File: config.mk
export PLATFORM = sky130hd
export DESIGN_NAME = length_prefixed_code_decoder_unit
export DESIGN_NICKNAME = d
export VERILOG_FILES = /design/src/lpcd_pkg.sv /design/src/length_prefixed_code_decoder_unit.sv
export SDC_FILE = /design/constraint.sdc
export NUM_CORES = 2
export LEC_CHECK = 0
export ABC_AREA = 1
export BUFFER_PORTS_ARGS = -buffer_cell sky130_fd_sc_hd__buf_2
export CORE_MARGIN = 2
export CORE_UTILIZATION = 35
export CTS_CLUSTER_SIZE = 28
export DETAILED_ROUTE_END_ITERATION = 6
export GPL_ROUTABILITY_DRIVEN = 0
export SLEW_MARGIN = 20
export SYNTH_ARGS = -nofsm -noshare
export SYNTH_HDL_FRONTEND = slang
export SYNTH_SLANG_ARGS = --single-unit
File: constraint.sdc
create_clock -name clk -period 5.5 [get_ports clk]
set_input_delay 0 -clock clk [delete_from_list [all_inputs] [get_ports clk]]
set_output_delay 0 -clock clk [all_outputs]
set_load 0.005 [all_outputs]
File: src/lpcd_pkg.sv
`default_nettype none
package lpcd_pkg;

	// Key table: 1 + 3 + ... + 127 entries for code lengths 1..7.
	localparam int unsigned TableEntries = 247;
	localparam int unsigned TableDepth   = 256;
	localparam int unsigned AddrBits     = 8;
	localparam int unsigned CharBits     = 8;
	localparam int unsigned MaxCodeLen   = 7;
	localparam int unsigned ShiftBits    = 7;
	localparam int unsigned CountBits    = 3;

	localparam logic [CharBits-1:0] NewlineChar = 8'd10;

	typedef enum logic [1:0] {
		PH_LOAD = 2'd0,
		PH_LEN  = 2'd1,
		PH_CODE = 2'd2,
		PH_END  = 2'd3
	} phase_t;

	typedef enum logic {
		FUNC_HEADER = 1'b0,
		FUNC_BIT    = 1'b1
	} func_t;

	typedef struct packed {
		logic                func;
		logic [CharBits-1:0] header_char;
		logic                code_bit;
	} in_t;

	typedef struct packed {
		logic [CharBits-1:0] out_char;
		logic                end_of_message;
	} out_t;

endpackage
`default_nettype wire

File: src/length_prefixed_code_decoder_unit.sv
`default_nettype none
// Length-prefixed code decoder.
// Input channel (item_valid / item_stall / item): each beat is either a header
// character (func = 0) appended to the key table, or one code bit (func = 1),
// MSB first. Output channel (result_valid / result_stall / result): one beat
// per decoded character, and a newline with end_of_message set when a zero
// segment length closes the message.
// A result beat is registered in the read stage, where the key table is read,
// and then in the output register, after the input beat that completes its
// code. Throughput: one input beat per clock while item_stall is low, set by
// the combinational decode state update and the one-read/one-write table port.
// Beats that give no result still pass through one clock each.
// Reset clears the decode state and load count; the table contents stay
// undefined and are only read below the load count.
// When the receiver stalls, the output register holds its beat; one more
// result can wait in the read stage, after which item_stall rises and the
// input is held until the output drains.
module length_prefixed_code_decoder_unit #(
	parameter int unsigned LENGTH_FIELD_BITS = 3
) (
	input  wire logic          clk,
	input  wire logic          arst_n,
	input  wire logic          item_valid,
	output logic               item_stall,
	input  wire lpcd_pkg::in_t item,
	output logic               result_valid,
	input  wire logic          result_stall,
	output lpcd_pkg::out_t     result
);

	localparam logic [lpcd_pkg::CountBits-1:0] LenBits =
		lpcd_pkg::CountBits'(LENGTH_FIELD_BITS);

	// decode state
	lpcd_pkg::phase_t                  phase_q, phase_nxt;
	logic [lpcd_pkg::AddrBits-1:0]     load_count_q, load_count_nxt;
	logic [lpcd_pkg::CountBits-1:0]    seg_len_q, seg_len_nxt;
	logic [lpcd_pkg::CountBits-1:0]    bits_q, bits_nxt;
	logic [lpcd_pkg::ShiftBits-1:0]    shift_q, shift_nxt;

	// per-beat decisions
	logic                              accept;
	logic                              wr_en;
	logic [lpcd_pkg::AddrBits-1:0]     wr_addr;
	logic                              emit;
	logic                              emit_eom;
	logic                              emit_hit;
	logic [lpcd_pkg::AddrBits-1:0]     rd_addr;

	// working values inside the bit update
	logic [lpcd_pkg::CountBits-1:0]    bits_w;
	logic [lpcd_pkg::ShiftBits-1:0]    shift_w;
	logic [lpcd_pkg::ShiftBits-1:0]    ones_w;
	logic [lpcd_pkg::AddrBits-1:0]     pos_w;
	logic [LENGTH_FIELD_BITS-1:0]      len_field;
	logic                              len_done;
	logic                              code_done;
	logic                              code_close;

	// read stage and output register
	logic                              valid_s1;
	logic                              eom_s1;
	logic                              hit_s1;
	logic [lpcd_pkg::CharBits-1:0]     rdata_s1;
	logic                              advance;

	logic [lpcd_pkg::CharBits-1:0]     key_mem [lpcd_pkg::TableDepth];

	assign advance    = valid_s1 && (!result_valid || !result_stall);
	assign item_stall = valid_s1 && !advance;
	assign accept     = item_valid && !item_stall;

	// shift register and counter after this bit; a bit while loading starts
	// from a cleared decoder
	always_comb begin
		if (phase_q == lpcd_pkg::PH_LOAD) begin
			shift_w = {{(lpcd_pkg::ShiftBits-1){1'b0}}, item.code_bit};
			bits_w  = lpcd_pkg::CountBits'(1);
		end else begin
			shift_w = {shift_q[lpcd_pkg::ShiftBits-2:0], item.code_bit};
			bits_w  = bits_q + lpcd_pkg::CountBits'(1);
		end
		len_field  = shift_w[LENGTH_FIELD_BITS-1:0];
		len_done   = (bits_w == LenBits);
		code_done  = (bits_w == seg_len_q);
		ones_w     = lpcd_pkg::ShiftBits'((8'd1 << seg_len_q) - 8'd1);
		code_close = (shift_w == ones_w);
		pos_w      = lpcd_pkg::AddrBits'({1'b0, ones_w})
			- lpcd_pkg::AddrBits'(seg_len_q)
			+ lpcd_pkg::AddrBits'(shift_w);
	end

	// next phase
	always_comb begin
		phase_nxt = phase_q;
		if (item.func == lpcd_pkg::FUNC_HEADER) begin
			phase_nxt = lpcd_pkg::PH_LOAD;
		end else begin
			unique case (phase_q) inside
				lpcd_pkg::PH_LOAD, lpcd_pkg::PH_LEN: begin
					if (len_done) begin
						phase_nxt = (len_field == '0) ? lpcd_pkg::PH_END
							: lpcd_pkg::PH_CODE;
					end else begin
						phase_nxt = lpcd_pkg::PH_LEN;
					end
				end
				lpcd_pkg::PH_CODE: begin
					if (code_done && code_close) begin
						phase_nxt = lpcd_pkg::PH_LEN;
					end
				end
				lpcd_pkg::PH_END: phase_nxt = lpcd_pkg::PH_END;
				default: phase_nxt = lpcd_pkg::PH_LOAD;
			endcase
		end
	end

	// datapath updates and outputs of the decode step
	always_comb begin
		load_count_nxt = load_count_q;
		seg_len_nxt    = seg_len_q;
		bits_nxt       = bits_q;
		shift_nxt      = shift_q;
		wr_en          = 1'b0;
		wr_addr        = load_count_q;
		emit           = 1'b0;
		emit_eom       = 1'b0;
		emit_hit       = 1'b0;
		rd_addr        = pos_w;
		if (item.func == lpcd_pkg::FUNC_HEADER) begin
			if (phase_q != lpcd_pkg::PH_LOAD) begin
				// restart loading at entry 0
				wr_en          = 1'b1;
				wr_addr        = '0;
				load_count_nxt = lpcd_pkg::AddrBits'(1);
				seg_len_nxt    = '0;
				bits_nxt       = '0;
				shift_nxt      = '0;
			end else if (load_count_q < lpcd_pkg::AddrBits'(lpcd_pkg::TableEntries)) begin
				wr_en          = 1'b1;
				load_count_nxt = load_count_q + lpcd_pkg::AddrBits'(1);
			end
		end else begin
			unique case (phase_q) inside
				lpcd_pkg::PH_LOAD, lpcd_pkg::PH_LEN: begin
					bits_nxt  = bits_w;
					shift_nxt = shift_w;
					if (phase_q == lpcd_pkg::PH_LOAD) begin
						seg_len_nxt = '0;
					end
					if (len_done) begin
						bits_nxt  = '0;
						shift_nxt = '0;
						if (len_field == '0) begin
							seg_len_nxt = '0;
							emit        = 1'b1;
							emit_eom    = 1'b1;
						end else if ({1'b0, len_field} >
							(LENGTH_FIELD_BITS+1)'(lpcd_pkg::MaxCodeLen)) begin
							seg_len_nxt = lpcd_pkg::CountBits'(lpcd_pkg::MaxCodeLen);
						end else begin
							seg_len_nxt = lpcd_pkg::CountBits'(len_field);
						end
					end
				end
				lpcd_pkg::PH_CODE: begin
					bits_nxt  = bits_w;
					shift_nxt = shift_w;
					if (code_done) begin
						bits_nxt  = '0;
						shift_nxt = '0;
						if (code_close) begin
							seg_len_nxt = '0;
						end else begin
							emit     = 1'b1;
							emit_hit = (pos_w < load_count_q);
						end
					end
				end
				lpcd_pkg::PH_END: ;
				default: ;
			endcase
		end
	end

	// control registers
	always_ff @(posedge clk or negedge arst_n) begin
		if (!arst_n) begin
			phase_q      <= lpcd_pkg::PH_LOAD;
			load_count_q <= '0;
			seg_len_q    <= '0;
			bits_q       <= '0;
			shift_q      <= '0;
		end else if (accept) begin
			phase_q      <= phase_nxt;
			load_count_q <= load_count_nxt;
			seg_len_q    <= seg_len_nxt;
			bits_q       <= bits_nxt;
			shift_q      <= shift_nxt;
		end
	end

	// key table: one write port, one registered read port; a write and a read
	// of the same entry never meet, since a code needs several bits after
	// the last header character
	always_ff @(posedge clk) begin
		if (accept && wr_en) begin
			key_mem[wr_addr] <= item.header_char;
		end
	end

	always_ff @(posedge clk) begin
		if (accept && emit_hit) begin
			rdata_s1 <= key_mem[rd_addr];
		end
	end

	// read stage
	always_ff @(posedge clk or negedge arst_n) begin
		if (!arst_n) begin
			valid_s1 <= 1'b0;
			eom_s1   <= 1'b0;
			hit_s1   <= 1'b0;
		end else begin
			if (accept) begin
				valid_s1 <= emit;
				eom_s1   <= emit_eom;
				hit_s1   <= emit_hit;
			end else if (advance) begin
				valid_s1 <= 1'b0;
			end
		end
	end

	// output register
	always_ff @(posedge clk or negedge arst_n) begin
		if (!arst_n) begin
			result_valid <= 1'b0;
		end else if (advance) begin
			result_valid <= 1'b1;
		end else if (!result_stall) begin
			result_valid <= 1'b0;
		end
	end

	always_ff @(posedge clk) begin
		if (advance) begin
			result.end_of_message <= eom_s1;
			if (eom_s1) begin
				result.out_char <= lpcd_pkg::NewlineChar;
			end else if (hit_s1) begin
				result.out_char <= rdata_s1;
			end else begin
				result.out_char <= '0;
			end
		end
	end

endmodule
`default_nettype wire
==> reports/metrics.yaml <==
status: "finished, final reports clean"
grt_pass1_vias: 58489
layout-drive-gt1-share_pct: 5.849
ys_ff_latch: 2091
crit_fanout: 65
rows: 186
worstPathRequired_ps: 6120
hold_buffers: 18
worst_pin_slew_ps: 1131
io-pin-count: 25
routedWlPerCell_um: 20.03
start_kind: "register"
hold_viol: 0
r2r-start: "seg_len_q[2]"
ant_nets: 0
start_util_pct: 35.16
avgSynthCellArea_um2: 10.48
maxCapViolations: 0
crit_family: "adder cells"
cp_slowest_cell: "fa_4"
antenna_found_initial: 4
grt_usage_pct: 18.27
worstHoldPathType: "in2reg"
synthesis.area_mm2: 0.09025
clock_path_buffers: 3
synth-main-ff-cell: "edfxtp_1"
clkLatencyLatePin_ps: 860
hold_end: "phase_q[1]"
final_max_slew_viol_count: 0
grt_pass1_wl_um: 365900
path_buf_inv: 5
hp-start: "item[9]"
fmax_mhz: 198.6
synth.distinct_cells: 44
slew_headroom_pct: 24.62
grt_overflow: 0
dr.pass1.iters: 6
synthTopCellsByArea: "edfxtp_1 69%, nand2_1 12%, nand3_1 5.4%"
n_fill_cell: 24510
cts_resized: 0
vias_per_cell: 4.952
arrival_ps: 5650
die_w_um: 511.8
cts_setup_buffers: 0
io_buffers: 24
seq_area_mm2: 0.06266
syn_inst: 8610
r2r_cells: 20
die-area_mm2: 0.2619
path_cells: "clkinv_1 -> nand2_1 -> ha_1 -> inv_1 -> fa_1 -> inv_1 -> fa_4 -> inv_8 -> buf_12 -> nor2_1 -> o21ai_0 -> nand3_1 -> nand2_1 -> nand2_1 -> nand3_1 -> nand3_1 -> nand3_1 -> nand2_1 -> nand2_1 -> nand2_1"
dieHeight_um: 511.8
synth_top_cell_area_share_pct: 68.71
finalCriticalPeriod_ps: 5035
final_nets: 8610
drc: 0
grt_max_degree: 184
fin_skew_ps: 52.79
cts_root_buf: "clkbuf_16"
finalWirelength_um: 243100
finalSetupViolations: 0
cp-end-kind: "register"
ys_top_cells_by_count: "2793 x nand2_1, 2065 x edfxtp_1, 979 x nand3_1"
cts_tree: "done"
vias: 60113
area_growth_pct: 11.90
grt_setup_unrepaired: "false"
yosys_warnings: 0
dp_hpwl_um: 138700
yosysMostFrequentCell: "nand2_1"
core_area_mm2: 0.2567
multiInputGateArea_mm2: 0.02250
htreeDepth: 4
cts.sinks: 2091
initialDrtViolationCount: 6344
cp_slowest_stage_delay_ps: 740
seq_area_frac_synth_pct: 69.43
worstReg2RegEnd: "rdata_s1[4]"
cts-buffers-inserted: 207
period_share_pct: 91.55
reg2reg_slack_ps: 460
finalSetupTns_ps: 0
path_clk_slew_ps: 60
synth_top_area_cell: "edfxtp_1"
hold-path-cell-count: 4
path_class: "reg2reg"
synth_edf_count: 2065
crit_top_cell: "nand2_1"
synthArstFlopShare_pct: 1.243
-- metal layers --
layer / global-route usage, % / wire [um]
met5: 0 / 13
met4: 6.947 / 9141
met3: 2.910 / 17120
met2: 29.90 / 114900
met1: 24.38 / 101900
-- through the flow --
stage | util (%) | hold slack [ps] | std cells | cell area, um2 | setup WS, ps
6_report | 39.34 | 107.0 | 12139 | 101000 | 464.9
5_1_grt | 39.34 | 92.35 | 12138 | 101000 | 124.9
4_1_cts | 39.34 | 42.35 | 12137 | 101000 | 514.3
3_5_place_dp | 36.64 | 56.04 | 11728 | 94060 | 512.4
3_3_place_gp | 36.64 | 46.64 | 11728 | 94060 | 602.9
2_1_floorplan | - | -295.6 | 8673 | 90480 | 981.2
-- cells in the final DEF, fill, tap and decap left out, drive strengths merged --
| cell | synthesis | final |
|---|---|---|
| nand2 | 2795 | 2795 |
| edfxtp | 2065 | 2065 |
| nand3 | 979 | 979 |
| nor2 | 902 | 902 |
| inv | 786 | 792 |
| o21ai | 394 | 394 |
| clkbuf | 107 | 253 |
| buf | 374 | 153 |
| clkinv | 1 | 107 |
| or2 | 75 | 75 |
| conb | 1 | 64 |
| dfrtp | 26 | 26 |
| ha | 22 | 22 |
| bufinv | 0 | 19 |
| o211ai | 17 | 17 |
| dlygate4sd3 | 0 | 17 |
| nor3 | 12 | 12 |
| a21oi | 11 | 11 |
| o22ai | 10 | 10 |
| nand4 | 7 | 7 |
| clkinvlp | 0 | 7 |
| xor2 | 7 | 7 |
| xnor2 | 5 | 5 |
| a211oi | 3 | 3 |
| fa | 3 | 3 |
| diode | 0 | 2 |
| nand3b | 2 | 2 |
| nor4 | 2 | 2 |
| and3 | 1 | 1 |
| a21o | 1 | 1 |
| nor3b | 1 | 1 |
| o31ai | 1 | 1 |
-- worst min-delay path: cells and delay by family --
family	cells	cell delay, ps
AOI/OAI and AO/OA	1	90
buffers and inverters	2	740
and+or+nand+nor	1	80
-- cells by family (layout without fill, tap and decap cells) --
| family | count (synthesis) | after routing | share of synthesized area [%] |
|---|---|---|---|
| compound gates | 437 | 437 | 2.502 |
| xor+xnor | 12 | 12 | 0.1497 |
| fa+ha+maj | 25 | 25 | 0.3716 |
| buf+inv | 1268 | 1348 | 6.017 |
| flops | 2091 | 2091 | 69.43 |
| other cells | 1 | 66 | 0.004155 |
| simple gates | 4776 | 4776 | 21.52 |
-- registers in the layout, summed over array words and instances, names as in the netlist --
name / flops
key_mem: 2048
result: 9
load_count_q: 8
rdata_s1: 8
shift_q: 6
bits_q: 3
seg_len_q: 3
phase_q: 2
eom_s1: 1
hit_s1: 1
result_valid: 1
valid_s1: 1
-- worst max path at each step --
stage                       end  slack [ps]  cells after the start         start
finish              rdata_s1[4]         460                     20  seg_len_q[2]
detailed placement  rdata_s1[4]         510                     20  seg_len_q[2]
floorplan           rdata_s1[0]         980                     22  seg_len_q[0]
global route        rdata_s1[7]         120                     20  seg_len_q[2]
CTS                 rdata_s1[4]         510                     20  seg_len_q[2]
global placement    rdata_s1[1]         600                     20  seg_len_q[0]
-- cell type report --
type / count / area share [%]
clock inverter: 138 / 1.311
multi-input combinational: 5314 / 22.28
sequential: 2091 / 62.05
inverter: 787 / 2.961
clock buffer: 253 / 5.361
timing repair buffer: 170 / 1.846
antenna: 2 / 0.004956
tap: 3384 / 4.193
Power is not shown: default switching activity piles up to over one toggle a cycle in this logic, so the estimate is an artifact.
